### config.mk
export PLATFORM = sky130hd
export DESIGN_NAME = hall_call_dispatcher_two_car
export DESIGN_NICKNAME = d
export VERILOG_FILES = /design/src/rtl/hcd_pkg.sv /design/src/rtl/hall_call_dispatcher_two_car.sv /design/src/rtl/hcd_score.sv
export VERILOG_INCLUDE_DIRS = /design/src /design/src/rtl
export SDC_FILE = /design/constraint.sdc
export NUM_CORES = 1
export LEC_CHECK = 0
export BUFFER_PORTS_ARGS = -buffer_cell sky130_fd_sc_hd__buf_2
export CAP_MARGIN = 20
export CORE_MARGIN = 5
export CORE_UTILIZATION = 30
export DETAILED_ROUTE_END_ITERATION = 8
export PLACE_DENSITY_LB_ADDON = 0.12
export REMOVE_ABC_BUFFERS = 1
export SLEW_MARGIN = 20
export SYNTH_ARGS = -nofsm -noshare
export SYNTH_HDL_FRONTEND = slang
export SYNTH_SLANG_ARGS = --single-unit
export TNS_END_PERCENT = 10
### constraint.sdc
create_clock -name clk -period 6.45 [get_ports clk]
set_clock_uncertainty 0.2 [all_clocks]
set_input_delay 0.645 -clock clk [delete_from_list [all_inputs] [get_ports clk]]
set_output_delay 0.645 -clock clk [all_outputs]
set_load 0.005 [all_outputs]
### src/rtl/assert_macros.svh
// Assertion helpers shared by the RTL.
// Define ASSERT_OFF to compile the checks out.
`ifndef ASSERT_MACROS_SVH
`define ASSERT_MACROS_SVH

`ifndef ASSERT_OFF

// Same-cycle implication, disabled while in reset.
`define ASSERT_IMP(lbl, clk, rst_n, ante, cons) \
  lbl: assert property (@(posedge clk) disable iff (!rst_n) (ante) |-> (cons)) \
    else $error("implication check failed");

// Next-cycle implication, disabled while in reset.
`define ASSERT_NEXT(lbl, clk, rst_n, ante, cons) \
  lbl: assert property (@(posedge clk) disable iff (!rst_n) (ante) |=> (cons)) \
    else $error("next-cycle check failed");

`else

`define ASSERT_IMP(lbl, clk, rst_n, ante, cons)
`define ASSERT_NEXT(lbl, clk, rst_n, ante, cons)

`endif

`endif

### src/rtl/hcd_pkg.sv
package hcd_pkg;

  localparam int MAX_FLOORS = 8;
  localparam int FLR_W      = 3;
  localparam int MODE_W     = 3;
  localparam int SCORE_W    = 8;

  typedef logic [MAX_FLOORS-1:0] floor_mask_t;
  typedef logic [FLR_W-1:0]      floor_t;
  typedef logic [MODE_W-1:0]     mode_t;
  typedef logic [SCORE_W-1:0]    score_t;

  localparam logic [1:0] OP_REGISTER = 2'd0;
  localparam logic [1:0] OP_DISPATCH = 2'd1;
  localparam logic [1:0] OP_READ     = 2'd2;

  localparam mode_t MODE_IDLE = 3'd0;
  localparam mode_t MODE_OPEN = 3'd1;
  localparam mode_t MODE_UP   = 3'd2;
  localparam mode_t MODE_DOWN = 3'd3;

  localparam score_t SCORE_AT_FLOOR = 8'd0;
  localparam score_t SCORE_AHEAD    = 8'd1;
  localparam score_t SCORE_IDLE     = 8'd2;
  localparam score_t SCORE_PASSED   = 8'd3;
  localparam score_t SCORE_OPPOSITE = 8'd4;
  localparam score_t SCORE_NONE     = 8'hFF;

  // Outcome of scoring one call slot.
  typedef struct packed {
    logic take;   // some car may serve the call
    logic to_a;   // car A wins
  } hcd_verdict_t;

endpackage

### src/rtl/hall_call_dispatcher_two_car.sv
// Two-car hall-call dispatcher.
// Input channel (in_valid / in_stall) carries an opcode and the car status:
// register a hall call, run a dispatch over all pending calls, or read and
// clear the car B assignment masks. Result channel (out_valid / out_stall)
// returns one result per transfer with the new assignments, the pending masks
// and, on a read, the car B masks.
// With no stall on the result channel, register, read and unused opcodes
// transfer their result in the cycle after accept.
// Dispatch scores one call slot per cycle through a single scoring unit,
// up calls then down calls over min(NUM_FLOORS, 8) floors each, and then
// presents the result.
// One item is in flight at a time: in_stall is high after accept until the
// result has been transferred, and the next item can be accepted in the
// cycle after the transfer.
// A stalled result holds its value and keeps the block busy.
// Reset clears the pending masks and the car B masks and returns the block
// to idle with no result showing.
`include "assert_macros.svh"

module hall_call_dispatcher_two_car
  import hcd_pkg::*;
#(
  parameter int NUM_FLOORS = 8
) (
  input  logic        clk,
  input  logic        rst_n,
  input  logic        in_valid,
  output logic        in_stall,
  input  logic [1:0]  in_opcode,
  input  logic [2:0]  in_call_floor,
  input  logic        in_call_down,
  input  logic [2:0]  in_a_mode,
  input  logic [2:0]  in_a_floor,
  input  logic [2:0]  in_b_mode,
  input  logic [2:0]  in_b_floor,
  output logic        out_valid,
  input  logic        out_stall,
  output logic [7:0]  out_a_up_new,
  output logic [7:0]  out_a_down_new,
  output logic [7:0]  out_b_up_new,
  output logic [7:0]  out_b_down_new,
  output logic [7:0]  out_pending_up_out,
  output logic [7:0]  out_pending_down_out,
  output logic [7:0]  out_slave_up_out,
  output logic [7:0]  out_slave_down_out,
  output logic        out_slave_any
);

  localparam int SCAN_FLOORS = (NUM_FLOORS < MAX_FLOORS) ? NUM_FLOORS : MAX_FLOORS;
  localparam floor_t LAST_FLOOR = FLR_W'(SCAN_FLOORS - 1);

  localparam logic [1:0] ST_IDLE = 2'd0;
  localparam logic [1:0] ST_SCAN = 2'd1;
  localparam logic [1:0] ST_DONE = 2'd2;

  logic [1:0]  state_r, state_nxt;
  floor_t      floor_r, floor_nxt;
  logic        dir_r, dir_nxt;
  mode_t       am_r, am_nxt, bm_r, bm_nxt;
  floor_t      af_r, af_nxt, bf_r, bf_nxt;
  floor_mask_t pend_up_r, pend_up_nxt, pend_dn_r, pend_dn_nxt;
  floor_mask_t acc_up_r, acc_up_nxt, acc_dn_r, acc_dn_nxt;
  floor_mask_t a_up_r, a_up_nxt, a_dn_r, a_dn_nxt;
  floor_mask_t b_up_r, b_up_nxt, b_dn_r, b_dn_nxt;
  floor_mask_t s_up_r, s_up_nxt, s_dn_r, s_dn_nxt;

  hcd_verdict_t verdict;
  logic         cur_bit;
  logic         floor_ok;

  hcd_score u_score (
    .a_mode     (am_r),
    .a_floor    (af_r),
    .b_mode     (bm_r),
    .b_floor    (bf_r),
    .slot_floor (floor_r),
    .slot_down  (dir_r),
    .verdict    (verdict)
  );

  assign cur_bit  = dir_r ? pend_dn_r[floor_r] : pend_up_r[floor_r];
  assign floor_ok = (SCAN_FLOORS == MAX_FLOORS) ? 1'b1
                                                : (in_call_floor < LAST_FLOOR + 3'd1);

  always_comb begin
    state_nxt   = state_r;
    floor_nxt   = floor_r;
    dir_nxt     = dir_r;
    am_nxt      = am_r;
    af_nxt      = af_r;
    bm_nxt      = bm_r;
    bf_nxt      = bf_r;
    pend_up_nxt = pend_up_r;
    pend_dn_nxt = pend_dn_r;
    acc_up_nxt  = acc_up_r;
    acc_dn_nxt  = acc_dn_r;
    a_up_nxt    = a_up_r;
    a_dn_nxt    = a_dn_r;
    b_up_nxt    = b_up_r;
    b_dn_nxt    = b_dn_r;
    s_up_nxt    = s_up_r;
    s_dn_nxt    = s_dn_r;
    case (state_r)
      ST_IDLE: begin
        if (in_valid) begin
          am_nxt    = in_a_mode;
          af_nxt    = in_a_floor;
          bm_nxt    = in_b_mode;
          bf_nxt    = in_b_floor;
          a_up_nxt  = '0;
          a_dn_nxt  = '0;
          b_up_nxt  = '0;
          b_dn_nxt  = '0;
          s_up_nxt  = '0;
          s_dn_nxt  = '0;
          floor_nxt = '0;
          dir_nxt   = 1'b0;
          state_nxt = ST_DONE;
          case (in_opcode)
            OP_REGISTER: begin
              if (floor_ok) begin
                if (in_call_down) begin
                  pend_dn_nxt[in_call_floor] = 1'b1;
                end else begin
                  pend_up_nxt[in_call_floor] = 1'b1;
                end
              end
            end
            OP_DISPATCH: begin
              state_nxt = ST_SCAN;
            end
            OP_READ: begin
              s_up_nxt   = acc_up_r;
              s_dn_nxt   = acc_dn_r;
              acc_up_nxt = '0;
              acc_dn_nxt = '0;
            end
            default: begin
            end
          endcase
        end
      end
      ST_SCAN: begin
        // Hand the current slot to the winning car and drop it from pending.
        if (cur_bit && verdict.take) begin
          if (dir_r) begin
            pend_dn_nxt[floor_r] = 1'b0;
            if (verdict.to_a) begin
              a_dn_nxt[floor_r] = 1'b1;
            end else begin
              b_dn_nxt[floor_r]   = 1'b1;
              acc_dn_nxt[floor_r] = 1'b1;
            end
          end else begin
            pend_up_nxt[floor_r] = 1'b0;
            if (verdict.to_a) begin
              a_up_nxt[floor_r] = 1'b1;
            end else begin
              b_up_nxt[floor_r]   = 1'b1;
              acc_up_nxt[floor_r] = 1'b1;
            end
          end
        end
        // Advance: up slots first, then down slots.
        if (floor_r == LAST_FLOOR) begin
          floor_nxt = '0;
          dir_nxt   = 1'b1;
          if (dir_r) begin
            state_nxt = ST_DONE;
          end
        end else begin
          floor_nxt = floor_r + 3'd1;
        end
      end
      ST_DONE: begin
        if (!out_stall) begin
          state_nxt = ST_IDLE;
        end
      end
      default: begin
        state_nxt = ST_IDLE;
      end
    endcase
  end

  always_ff @(posedge clk) begin
    if (!rst_n) begin
      state_r   <= ST_IDLE;
      pend_up_r <= '0;
      pend_dn_r <= '0;
      acc_up_r  <= '0;
      acc_dn_r  <= '0;
    end else begin
      state_r   <= state_nxt;
      pend_up_r <= pend_up_nxt;
      pend_dn_r <= pend_dn_nxt;
      acc_up_r  <= acc_up_nxt;
      acc_dn_r  <= acc_dn_nxt;
    end
  end

  always_ff @(posedge clk) begin
    floor_r <= floor_nxt;
    dir_r   <= dir_nxt;
    am_r    <= am_nxt;
    af_r    <= af_nxt;
    bm_r    <= bm_nxt;
    bf_r    <= bf_nxt;
    a_up_r  <= a_up_nxt;
    a_dn_r  <= a_dn_nxt;
    b_up_r  <= b_up_nxt;
    b_dn_r  <= b_dn_nxt;
    s_up_r  <= s_up_nxt;
    s_dn_r  <= s_dn_nxt;
  end

  assign in_stall             = (state_r != ST_IDLE);
  assign out_valid            = (state_r == ST_DONE);
  assign out_a_up_new         = a_up_r;
  assign out_a_down_new       = a_dn_r;
  assign out_b_up_new         = b_up_r;
  assign out_b_down_new       = b_dn_r;
  assign out_pending_up_out   = pend_up_r;
  assign out_pending_down_out = pend_dn_r;
  assign out_slave_up_out     = s_up_r;
  assign out_slave_down_out   = s_dn_r;
  assign out_slave_any        = |(s_up_r | s_dn_r);

  `ASSERT_IMP(a_busy_while_result, clk, rst_n, out_valid, in_stall)
  `ASSERT_NEXT(a_accept_goes_busy, clk, rst_n, in_valid && !in_stall, in_stall)
  `ASSERT_IMP(a_no_double_assign, clk, rst_n, out_valid,
              ((a_up_r & b_up_r) == '0) && ((a_dn_r & b_dn_r) == '0))
  `ASSERT_IMP(a_assigned_not_pending, clk, rst_n, out_valid,
              (((a_up_r | b_up_r) & pend_up_r) == '0) &&
              (((a_dn_r | b_dn_r) & pend_dn_r) == '0))
  `ASSERT_IMP(a_b_assign_in_acc, clk, rst_n, out_valid,
              ((b_up_r & ~acc_up_r) == '0) && ((b_dn_r & ~acc_dn_r) == '0))

endmodule

### src/rtl/hcd_score.sv
module hcd_score
  import hcd_pkg::*;
(
  input  mode_t        a_mode,
  input  floor_t       a_floor,
  input  mode_t        b_mode,
  input  floor_t       b_floor,
  input  floor_t       slot_floor,
  input  logic         slot_down,
  output hcd_verdict_t verdict
);

  function automatic score_t car_score(mode_t mode, floor_t car_fl, floor_t fl,
                                       logic down);
    score_t s;
    s = SCORE_NONE;
    if (mode inside {MODE_IDLE, MODE_OPEN}) begin
      s = (car_fl == fl) ? SCORE_AT_FLOOR : SCORE_IDLE;
    end else if (mode inside {MODE_UP, MODE_DOWN}) begin
      if ((mode == MODE_DOWN) != down) begin
        s = SCORE_OPPOSITE;
      end else if (!down && (fl >= car_fl)) begin
        s = SCORE_AHEAD;
      end else if (down && (fl <= car_fl)) begin
        s = SCORE_AHEAD;
      end else begin
        s = SCORE_PASSED;
      end
    end
    return s;
  endfunction

  score_t sa, sb;
  floor_t da, db;

  assign sa = car_score(a_mode, a_floor, slot_floor, slot_down);
  assign sb = car_score(b_mode, b_floor, slot_floor, slot_down);
  assign da = (a_floor > slot_floor) ? a_floor - slot_floor : slot_floor - a_floor;
  assign db = (b_floor > slot_floor) ? b_floor - slot_floor : slot_floor - b_floor;

  // Defer when neither car is a useful candidate; ties go to the nearer car.
  assign verdict.take = !((sa >= SCORE_OPPOSITE) && (sb >= SCORE_OPPOSITE));
  assign verdict.to_a = (sa != sb) ? (sa < sb) : (da <= db);

endmodule

# [Word level (Yosys, flattened, before mapping)]
# Cells that the tools add are included.
[word_totals] in_bits=22 ff_bits=98
[op_classes] addsub=5 n_reduce_logical=33 magnitude_cmp=14 bitwise=12 eq_ne=28 n_mux=75
[op_table] operator="$mux 8" n=39
[op_table] operator="$pmux 8 s2" n=8
[op_table] operator="$or 8x8->8" n=9
[op_table] operator="$reduce_and 6->1" n=4
[op_table] operator="$reduce_and 5->1" n=4
[op_table] operator="$mux 2" n=9
[op_table] operator="$ne 2x2->1 const B" n=9
[op_table] operator="$and 8x8->8" n=2
[op_table] operator="$ge 8x3->1 const B" n=2
[op_table] operator="$eq 3x2->1 const B" n=4
[op_table] operator="$mux 3" n=4
[op_table] operator="$reduce_bool 2->1" n=6
[op_table] operator="$sub 3x3->3" n=4
[op_table] operator="$le 3x3->1" n=3
[op_table] operator="$logic_and 1x1->1" n=8
[op_table] operator="$lt 3x4->1 const B" n=2
[op_table] operator="$lt 8x8->1" n=1
[op_table] operator="$mux 1" n=8
[op_table] operator="$ne 8x8->1" n=1
[op_table] operator="$not 8->8" n=1
[op_table] operator="$reduce_or 8->1" n=1
[op_table] operator="$bmux 1 s3" n=2
[op_table] operator="$demux 1 s3" n=2
[op_table] operator="$eq 3x1->1 const B" n=2
[op_table] operator="other kinds (19)" n=32

# [Depth between registers and ports, before layout]
# Gate-level depths: netlist (run 1).
[logic_depth] depth_word=13 depth_mapped=14 ltp_nobuf=13

# [By module]
# A second synthesis (run 1) with hierarchy kept.
[hier_totals] cells_unflattened=435 area_unflattened_um2=4864.7
[modules_own_cells] mod="hall_call_dispatcher_two_car" area_per_inst_um2=4162.7 n_inst=1 cells_per_inst=345
[modules_own_cells] mod="hcd_score" area_per_inst_um2=701.9 n_inst=1 cells_per_inst=90

# [Worst setup path before layout (run 1)]
# No wires, ideal clock.
[synth_timing] path_type="flip-flop to flip-flop" from="register floor_r[1]" to="register a_up_r[0], in the netlist out_a_up_new[0], enable pin" arrival_ps=3287 slack_ps=2633 path_stages_with_launch=13 path_buffers=1 setup_time_ps=330 cell_sequence="edfxtp_1 > inv_1 > ha_1 > nor2b_1 > o21a_1 > o21a_1 > mux2_2 > ha_1 > a211oi_1 > o211ai_1 > nand2_1 > buf_2 > o22a_1"
[synth_via] elab_chain_cells=13 word_cells_on_any_way=47 cone_classes="4 x add/sub; 10 x order compare; 5 x eq/ne; 20 x mux; 8 x reduce/logical"
[synth_lines] element="from (decl)" line_no="hall_call_dispatcher_two_car.sv:57" rtl="floor_t floor_r, floor_nxt;"
[synth_lines] element="from (signal assigned)" line_no="hall_call_dispatcher_two_car.sv:203" rtl="floor_r <= floor_nxt;"
[synth_lines] element="$le 3x3->1" line_no="hcd_score.sv:24" rtl="end else if (down && (fl <= car_fl)) begin"
[synth_lines] element="$logic_and 1x1->1" line_no="hcd_score.sv:24"
[synth_lines] element="$mux 2" line_no="hcd_score.sv:24"
[synth_lines] element="$mux 8" line_no="hcd_score.sv:22" rtl="end else if (!down && (fl >= car_fl)) begin"
[synth_lines] element="$mux 8" line_no="hcd_score.sv:20" rtl="if ((mode == MODE_DOWN) != down) begin"
[synth_lines] element="$mux 8" line_no="hcd_score.sv:19" rtl="end else if (mode inside {MODE_UP, MODE_DOWN}) begin"
[synth_lines] element="$mux 8" line_no="hcd_score.sv:17" rtl="if (mode inside {MODE_IDLE, MODE_OPEN}) begin"
[synth_lines] element="$ge 8x3->1" line_no="hcd_score.sv:42" rtl="assign verdict.take = !((sa >= SCORE_OPPOSITE) && (sb >= SCORE_OPPOSITE));"
[synth_lines] element="$logic_and 1x1->1" line_no="hcd_score.sv:42"
[synth_lines] element="$logic_not 1->1" line_no="hcd_score.sv:42"
[synth_lines] element="$logic_and 1x1->1" line_no="hall_call_dispatcher_two_car.sv:145" rtl="if (cur_bit && verdict.take) begin"
[synth_lines] element="$ne 2x2->1 (no source line)"
[synth_lines] element="$reduce_and 5->1 (no source line) *"
[synth_lines] element="to (signal assigned)" line_no="hall_call_dispatcher_two_car.sv:209" rtl="a_up_r <= a_up_nxt;"
[synth_lines] element="to (decl)" line_no="hall_call_dispatcher_two_car.sv:63" rtl="floor_mask_t a_up_r, a_up_nxt, a_dn_r, a_dn_nxt;"
# Every way passes the cells marked *; elsewhere a longest branch is shown, timed or not. The select of a mux whose other input is x is not followed.
# A chain may end at the register's enable or synchronous reset.

# [Final worst setup path (run 1)]
[layout_timing] from="register floor_r[1]" to="register a_up_r[4], in the netlist out_a_up_new[4], enable pin"
# Same word-level chain as after synthesis.

==> results of run 1 <==
routing by layer:
metal / wire length (µm) / GRT usage (%) / part of all wire [%] / up-vias
li1: - / - / - / 1867
met1: 6600 / 21.3 / 47 / 1804
met2: 6190 / 23.0 / 44 / 127
met3: 1040 / 3.87 / 7.3 / 22
met4: 334 / 6.49 / 2.4 / 0
met5: 0 / 0 / 0 / -
cell type report:
class,count,area share [%]
tap,216,4.60
clock inverter,7,1.28
inverter,25,1.60
sequential,98,44.3
timing repair buffer,96,8.53
clock buffer,9,3.84
multi-input combinational,326,35.8
Yosys cell counts (all sizes together) (5+ instances only):
master	instances	area, µm²
nor2	74	278
edfxtp	64	1920
nand2	37	139
dfxtp	34	681
inv	25	93.8
ha	22	275
nand3	21	105
o21ai	20	100
o31ai	19	183
and2	17	106
nor3	15	75.1
clkbuf	13	50.0
a21oi	10	53.8
buf	8	62.6
o211ai	8	60.1
o21a	7	52.6
mux2i	6	60.1
nor2b	6	37.5
nor4	6	37.5
and3	5	31.3
worst min path at each step:
stage                              from          end  slack (ps)
after floorplan             acc_dn_r[6]  acc_dn_r[6]         210
after global placement      acc_up_r[4]  acc_up_r[4]         240
after detailed placement    acc_up_r[6]  acc_up_r[6]         240
after CTS                 in_b_floor[1]      bf_r[1]         260
after global routing       in_b_mode[2]      bm_r[2]         260
final                       acc_up_r[2]  acc_up_r[2]         250
worst max-delay path, stage by stage, from the launching register on:
cell	delay (ps)
edfxtp_1	850
inv_1	400
ha_1	410
nor2b_1	140
o21a_1	160
o21a_1	200
mux2i_1	180
xor2_1	190
ha_1	260
o21ai_0	220
o211ai_1	150
nand2_1	590
o22a_1	470
metrics by stage:
step | util, % | setup slack, ps | total power, µW
finish | 36.8 | 1680 | 1560
global route | 36.8 | 1370 | 1640
CTS | 36.7 | 1610 | 1580
detailed placement | 34.9 | 1670 | 1020
global placement | 34.9 | 1710 | 1020
floorplan | - | 2350 | 911
logic make-up after synthesis:
| group | after synthesis | synth area share, % |
|---|---|---|
| and+or+nand+nor | 196 | 18.7 |
| DFF | 98 | 53.2 |
| AOI/OAI and AO/OA | 92 | 14.2 |
| buffers and inverters | 46 | 4.22 |
| adders and majority gates | 26 | 7.27 |
| muxes | 8 | 1.69 |
| xor gates and xnor gates | 4 | 0.717 |
power by group through the flow:
stage,clock [µW],sequential (µW),combinational [µW]
5_1_grt,593,762,287
3_3_place_gp,0,770,251
3_5_place_dp,0,769,255
6_report,555,755,252
2_1_floorplan,0,762,149
4_1_cts,573,756,255
==> impl_metrics.env, run 1 <==
export IMPL_regArea_mm2=0.00260
export IMPL_grt_pass1_wl_mm=22.1
export IMPL_report_final_slew_viol_count=0
export IMPL_ys_warn_count=0
export IMPL_cts_root_buf="clkbuf_16"
export IMPL_cap_violations=0
export IMPL_antenna_found_initial=0
export IMPL_cts_buffers=9
export IMPL_wirelength_mm=14.2
export IMPL_tightest_slew_ps=974
export IMPL_cp_required_ps=6270
export IMPL_arrival_ps=4580
export IMPL_ys_flop_type="edfxtp_1"
export IMPL_setup_tns_ps=0
export IMPL_period_needed_ps=4770
export IMPL_syn_inst=470
export IMPL_fin_area_mm2=0.00587
export IMPL_fillers=1649
export IMPL_hold_path_class="reg -> reg"
export IMPL_grt_pass1_vias=3864
export IMPL_cts_tree="done"
export IMPL_critPathMaxFanout=20
export IMPL_synthesis_area_mm2=0.00489
export IMPL_peakVddDrop_mv=0.137
export IMPL_drive_above_1_share_pct=24.1
export IMPL_run_status="completed"
export IMPL_grt_total_usage_pct=15.5
export IMPL_grt_max_degree=43
export IMPL_p_sw_uw=443
export IMPL_relSlewSlack_pct=34.7
export IMPL_final_common_cell="buf_2"
export IMPL_dieWidth_um=138
export IMPL_r2r_end="out_a_up_new[4]"
export IMPL_timing_hold_ws_ps=252
export IMPL_rows=46
export IMPL_die_h_um=138
export IMPL_worstSetupEndpointType="register"
export IMPL_synth_cell_types=55
export IMPL_synthArstFlopShare_pct=0
export IMPL_diodes=0
export IMPL_postCtsSetupBuffers=0
export IMPL_multi_input_area_mm2=0.00210
export IMPL_ant_nets=0
export IMPL_syn_mean_instance_area_um2=10.4
export IMPL_clockBufferDepth=2
export IMPL_seqPwrFrac_pct=48.3
export IMPL_reg2regPathDepth=12
export IMPL_dpl_cell_count=761
export IMPL_io_pins=89
export IMPL_grt_ovfl_total=0
export IMPL_p_int_uw=1120
export IMPL_firstDrtPassIters=4
export IMPL_start_util_pct=30.7
export IMPL_leakage_uw=0.00235
export IMPL_cts_sinks=98
export IMPL_reg2reg_slack_ps=1680
export IMPL_drt_iter0_drc=180
export IMPL_nNetsFinal=604
export IMPL_dieArea_mm2=0.0190
export IMPL_fin_cells=777
export IMPL_start_kind="register"
export IMPL_ys_seq_area_share_pct=53.2
export IMPL_fmax_mhz=210
export IMPL_crit_type="reg -> reg"
export IMPL_hold_violations=0
export IMPL_cts_resized=0
export IMPL_startpoint="floor_r[1]"
export IMPL_vias_per_cell=4.92
export IMPL_drc_errors=0
export IMPL_area_delta_synth_final_pct=20.0
export IMPL_clock_latency_ps=350
export IMPL_avgRoutedWirePerCell_um=18.2
export IMPL_gp_congestion=0.813
export IMPL_r2r_start="floor_r[1]"
export IMPL_place_area_mm2=0.00556
export IMPL_port_buffers=88
export IMPL_vias=3820
export IMPL_setup_violations_final=0
export IMPL_hpwl_mm=10.1
export IMPL_clkTransAtPathRegs_ps=70
export IMPL_cts_hold_buf=0
export IMPL_pwr_density_cell_mw_per_mm2=266
export IMPL_layout_common_cells="buf_2, nor2_1, edfxtp_1"
export IMPL_htreeDepth=3
export IMPL_p_comb_share_pct=16.2
export IMPL_ys_ff_latch=98
export IMPL_endpoint="out_a_up_new[4]"
export IMPL_hold_path_depth=2
export IMPL_synth_edf_count=64
export IMPL_power_share_clock_pct=35.5
export IMPL_period_share_pct=73.9
export IMPL_switching_share_pct=28.3
export IMPL_rsz0062_at_grt="false"
export IMPL_coreArea_mm2=0.0159
No activity file was read; power rests on OpenSTA's default activity.
==> inputs of run 2 (changes only) <==
==> constraint.sdc (replaced) <==
create_clock -name clk -period 4.7 [get_ports clk]
set_clock_uncertainty 0.2 [all_clocks]
set_input_delay 0.47 -clock clk [delete_from_list [all_inputs] [get_ports clk]]
set_output_delay 0.47 -clock clk [all_outputs]
set_load 0.005 [all_outputs]
==> impl_metrics.env, run 2 (synthesized netlist as in run 1, its figures left out) <==
export IMPL_port_buffers=88
export IMPL_rows=46
export IMPL_run_status="completed"
export IMPL_grt_total_usage_pct=15.7
export IMPL_regArea_mm2=0.00260
export IMPL_peakVddDrop_mv=0.174
export IMPL_setup_violations_final=0
export IMPL_hold_path_class="in -> reg"
export IMPL_layout_common_cells="buf_2, nor2_1, edfxtp_1"
export IMPL_hold_violations=0
export IMPL_cts_sinks=98
export IMPL_avgRoutedWirePerCell_um=18.1
export IMPL_area_delta_synth_final_pct=20.8
export IMPL_drive_above_1_share_pct=25.0
export IMPL_grt_pass1_wl_mm=22.6
export IMPL_vias=3821
export IMPL_period_needed_ps=3820
export IMPL_drt_iter0_drc=264
export IMPL_drc_errors=0
export IMPL_start_util_pct=30.7
export IMPL_fmax_mhz=262
export IMPL_report_final_slew_viol_count=0
export IMPL_grt_max_degree=42
export IMPL_io_pins=89
export IMPL_period_share_pct=81.2
export IMPL_crit_chain="inv_1, ha_1, nor2b_1, o21a_1, o21a_1, mux2i_1, xor2_1, ha_1, nand3_1, o21ai_0, o21ai_0, a31oi_1, nor3_2"
export IMPL_diodes=0
export IMPL_place_worst_setup_slack_ps=817
export IMPL_cts_resized=0
export IMPL_cts_tree="done"
export IMPL_dieWidth_um=138
export IMPL_leakage_uw=0.00239
export IMPL_coreArea_mm2=0.0159
export IMPL_cts_root_buf="clkbuf_16"
export IMPL_final_common_cell="buf_2"
export IMPL_finalPower_uw=2110
export IMPL_vias_per_cell=4.87
export IMPL_cp_required_ps=4480
export IMPL_start_kind="register"
export IMPL_place_area_mm2=0.00563
export IMPL_clkTransAtPathRegs_ps=70
export IMPL_multi_input_area_mm2=0.00210
export IMPL_fin_area_mm2=0.00591
export IMPL_pwr_density_cell_mw_per_mm2=357
export IMPL_cts_hold_buf=0
export IMPL_clockBufferDepth=2
export IMPL_firstDrtPassIters=4
export IMPL_worstSetupEndpointType="register"
export IMPL_dieArea_mm2=0.0190
export IMPL_setup_tns_ps=0
export IMPL_cpLargestDelayFamily="simple AND/OR/NAND/NOR gates"
export IMPL_rsz0062_at_grt="false"
export IMPL_hpwl_mm=10.3
export IMPL_fillers=1643
export IMPL_cts_buffers=9
export IMPL_wirelength_mm=14.2
export IMPL_nNetsFinal=612
export IMPL_tightest_slew_ps=933
export IMPL_gp_congestion=0.834
export IMPL_htreeDepth=3
export IMPL_cap_violations=0
export IMPL_relSlewSlack_pct=37.5
export IMPL_grt_pass1_vias=3912
export IMPL_clock_latency_ps=350
export IMPL_arrival_ps=3600
export IMPL_die_h_um=138
export IMPL_worst_path_buf_inv=1
export IMPL_antenna_found_initial=0
export IMPL_postCtsSetupBuffers=0
export IMPL_critPathSlowestCell="nor3_2"
export IMPL_timing_hold_ws_ps=93.5
export IMPL_grt_ovfl_total=0
export IMPL_ant_nets=0
export IMPL_crit_type="reg -> reg"
export IMPL_cpPeakStageDelay_ps=640
export IMPL_critPathMaxFanout=9
export IMPL_setup_ws_ps=885
run 2: per-stage QoR:
stage,std cells,util [%]
floorplan,449,-
global placement,769,35.3
detailed placement,769,35.3
CTS,785,37.1
global route,785,37.1
finish,785,37.1
run 2: layout make-up:
class / instances / share of cell area (%)
well taps: 216 / 4.57
inverters: 25 / 1.59
repair buffers: 104 / 9.49
clock inverters: 6 / 0.805
clock buffers: 10 / 3.88
multi-input cells: 326 / 35.6
flip-flops and latches: 98 / 44.0
run 2: report_power, final:
group          total (µW)  switching (µW)  internal (µW)  leakage (µW)
clock                 717             351            367      0.000139
sequential           1020            36.1            984      0.000907
combinational         371             228            143       0.00134
run 2: metal layers:
metal	GRT usage [%]	wire, µm	up-vias
li1	-	-	1878
met1	22.4	6960	1815
met2	23.5	6200	112
met3	3.32	827	16
met4	5.27	223	0
met5	0	0	-
run 2: path summary, 6_finish.rpt:
path	depth (start not counted)	slack (ps)	start	to
max	13	880	floor_r[1]	out_b_down_new[0]
min	1	90	in_b_floor[2]	bf_r[2]
max reg2reg	13	880	floor_r[1]	out_b_down_new[0]
min reg2reg	2	250	acc_up_r[4]	acc_up_r[4]
==> inputs of run 3 (changes only) <==
==> constraint.sdc (replaced) <==
create_clock -name clk -period 3.83 [get_ports clk]
set_clock_uncertainty 0.2 [all_clocks]
set_input_delay 0.383 -clock clk [delete_from_list [all_inputs] [get_ports clk]]
set_output_delay 0.383 -clock clk [all_outputs]
set_load 0.005 [all_outputs]
==> impl_metrics.env, run 3 (synthesized netlist as in run 1, its figures left out) <==
export IMPL_run_status="completed"
export IMPL_drc_errors=0
export IMPL_postCtsSetupBuffers=0
export IMPL_period_needed_ps=3520
export IMPL_diodes=0
export IMPL_port_buffers=88
export IMPL_layout_common_cells="buf_2, nor2_1, edfxtp_1"
export IMPL_pwr_density_cell_mw_per_mm2=437
export IMPL_avgRoutedWirePerCell_um=17.7
export IMPL_grt_total_usage_pct=15.8
export IMPL_relSlewSlack_pct=37.0
export IMPL_critPathMaxFanout=16
export IMPL_vias=3975
export IMPL_final_common_cell="buf_2"
export IMPL_coreArea_mm2=0.0159
export IMPL_fillers=1632
export IMPL_peakVddDrop_mv=0.221
export IMPL_dieWidth_um=138
export IMPL_hold_path_class="in -> reg"
export IMPL_leakage_uw=0.00251
export IMPL_rows=46
export IMPL_firstDrtPassIters=5
export IMPL_drive_above_1_share_pct=26.6
export IMPL_clockBufferDepth=2
export IMPL_grt_ovfl_total=0
export IMPL_hold_violations=0
export IMPL_grt_max_degree=42
export IMPL_drt_iter0_drc=231
export IMPL_antenna_found_initial=0
export IMPL_cp_required_ps=3880
export IMPL_cts_tree="done"
export IMPL_io_pins=89
export IMPL_crit_type="reg -> reg"
export IMPL_dieArea_mm2=0.0190
export IMPL_area_delta_synth_final_pct=25.3
export IMPL_report_final_slew_viol_count=0
export IMPL_setup_tns_ps=0
export IMPL_htreeDepth=3
export IMPL_die_h_um=138
export IMPL_grt_pass1_vias=4118
export IMPL_arrival_ps=3560
export IMPL_vias_per_cell=4.90
export IMPL_wirelength_mm=14.3
export IMPL_worstSetupEndpointType="register"
export IMPL_ant_nets=0
export IMPL_clock_latency_ps=350
export IMPL_cts_root_buf="clkbuf_16"
export IMPL_fmax_mhz=284
export IMPL_setup_violations_final=0
export IMPL_cts_buffers=9
export IMPL_start_kind="register"
export IMPL_clkTransAtPathRegs_ps=70
export IMPL_nNetsFinal=638
export IMPL_cap_violations=0
export IMPL_tightest_slew_ps=943
export IMPL_grt_pass1_wl_mm=22.7
export IMPL_period_share_pct=91.8
export IMPL_rsz0062_at_grt="false"
export IMPL_start_util_pct=30.7
export IMPL_hpwl_mm=10.6
export IMPL_gp_congestion=0.844
export IMPL_finalPower_uw=2680
export IMPL_cts_sinks=98
## run 3: cell types whose count changed in the layout (fill, tap and decap cells not counted), sizes merged
cell / delta
buf: +20
clkinvlp: +1
clkinv: -1
inv: -1
dlygate4sd3: +6
bufinv: +1
## run 3: power breakdown
group,leakage [µW],internal [µW],switching [µW]
combinational,0.00146,218,290
clock,0.000142,510,407
sequential,0.000907,1210,43.9
total,0.00251,1940,742
## run 3: what timing repair did
| item | CTS | global route |
|---|---|---|
| setup endpoints to repair | 0 | 17 |
| gates resized for setup | 0 | 3 |
| hold buffers | 6 | 0 |
| endpoints found under the hold margin | 6 | 0 |
## run 3: worst paths after layout
| kind | startpoint | endpoint | slack (ps) | depth (start not counted) |
|---|---|---|---|---|
| hold / removal | in_b_mode[0] | bm_r[0] | 10 | 1 |
| setup / recovery | floor_r[1] | acc_dn_r[6] | 310 | 14 |
| setup reg to reg | floor_r[1] | acc_dn_r[6] | 310 | 14 |
| hold reg to reg | acc_up_r[5] | acc_up_r[5] | 250 | 2 |
## run 3: through the flow
| stage | hold WS [ps] | utilization [%] | worst slack (ps) | instances | instance area (µm²) |
|---|---|---|---|---|---|
| 6_report | 10.3 | 38.4 | 315 | 811 | 6130 |
| 5_1_grt | 9.26 | 38.4 | 48.0 | 811 | 6130 |
| 4_1_cts | 2.26 | 38.4 | 136 | 811 | 6120 |
| 3_5_place_dp | 239 | 36.1 | 164 | 789 | 5760 |
| 3_3_place_gp | 236 | 36.1 | -271 | 788 | 5750 |
| 2_1_floorplan | 211 | - | -269 | 449 | 4780 |
## run 3: worst max-delay path, cell delays in order (launching register included)
cell      delay, ps
edfxtp_1        390
inv_1           170
ha_1            280
nor2b_1         140
o21a_1          160
o21a_1          190
mux2_2          280
ha_1            310
nand3_1          80
o21ai_0         100
buf_4           140
o211ai_1        240
nand2_1         150
buf_4           240
o41ai_1         340
## run 3: area by class of cell
class / instances / area [µm²] / area share (%)
clock buffers: 10 / 229 / 3.74
repair buffers: 130 / 771 / 12.6
flip-flops and latches: 98 / 2600 / 42.5
multi-input cells: 326 / 2090 / 34.2
inverters: 25 / 93.8 / 1.53
well taps: 216 / 270 / 4.41
clock inverters: 6 / 66.3 / 1.08
## run 3: metal layers
metal / track usage (%) / share of wire (%)
met4: 3.77 / 1.5
met1: 20.9 / 46
met3: 5.15 / 7.5
met2: 24.9 / 45
met5: 0 / 0
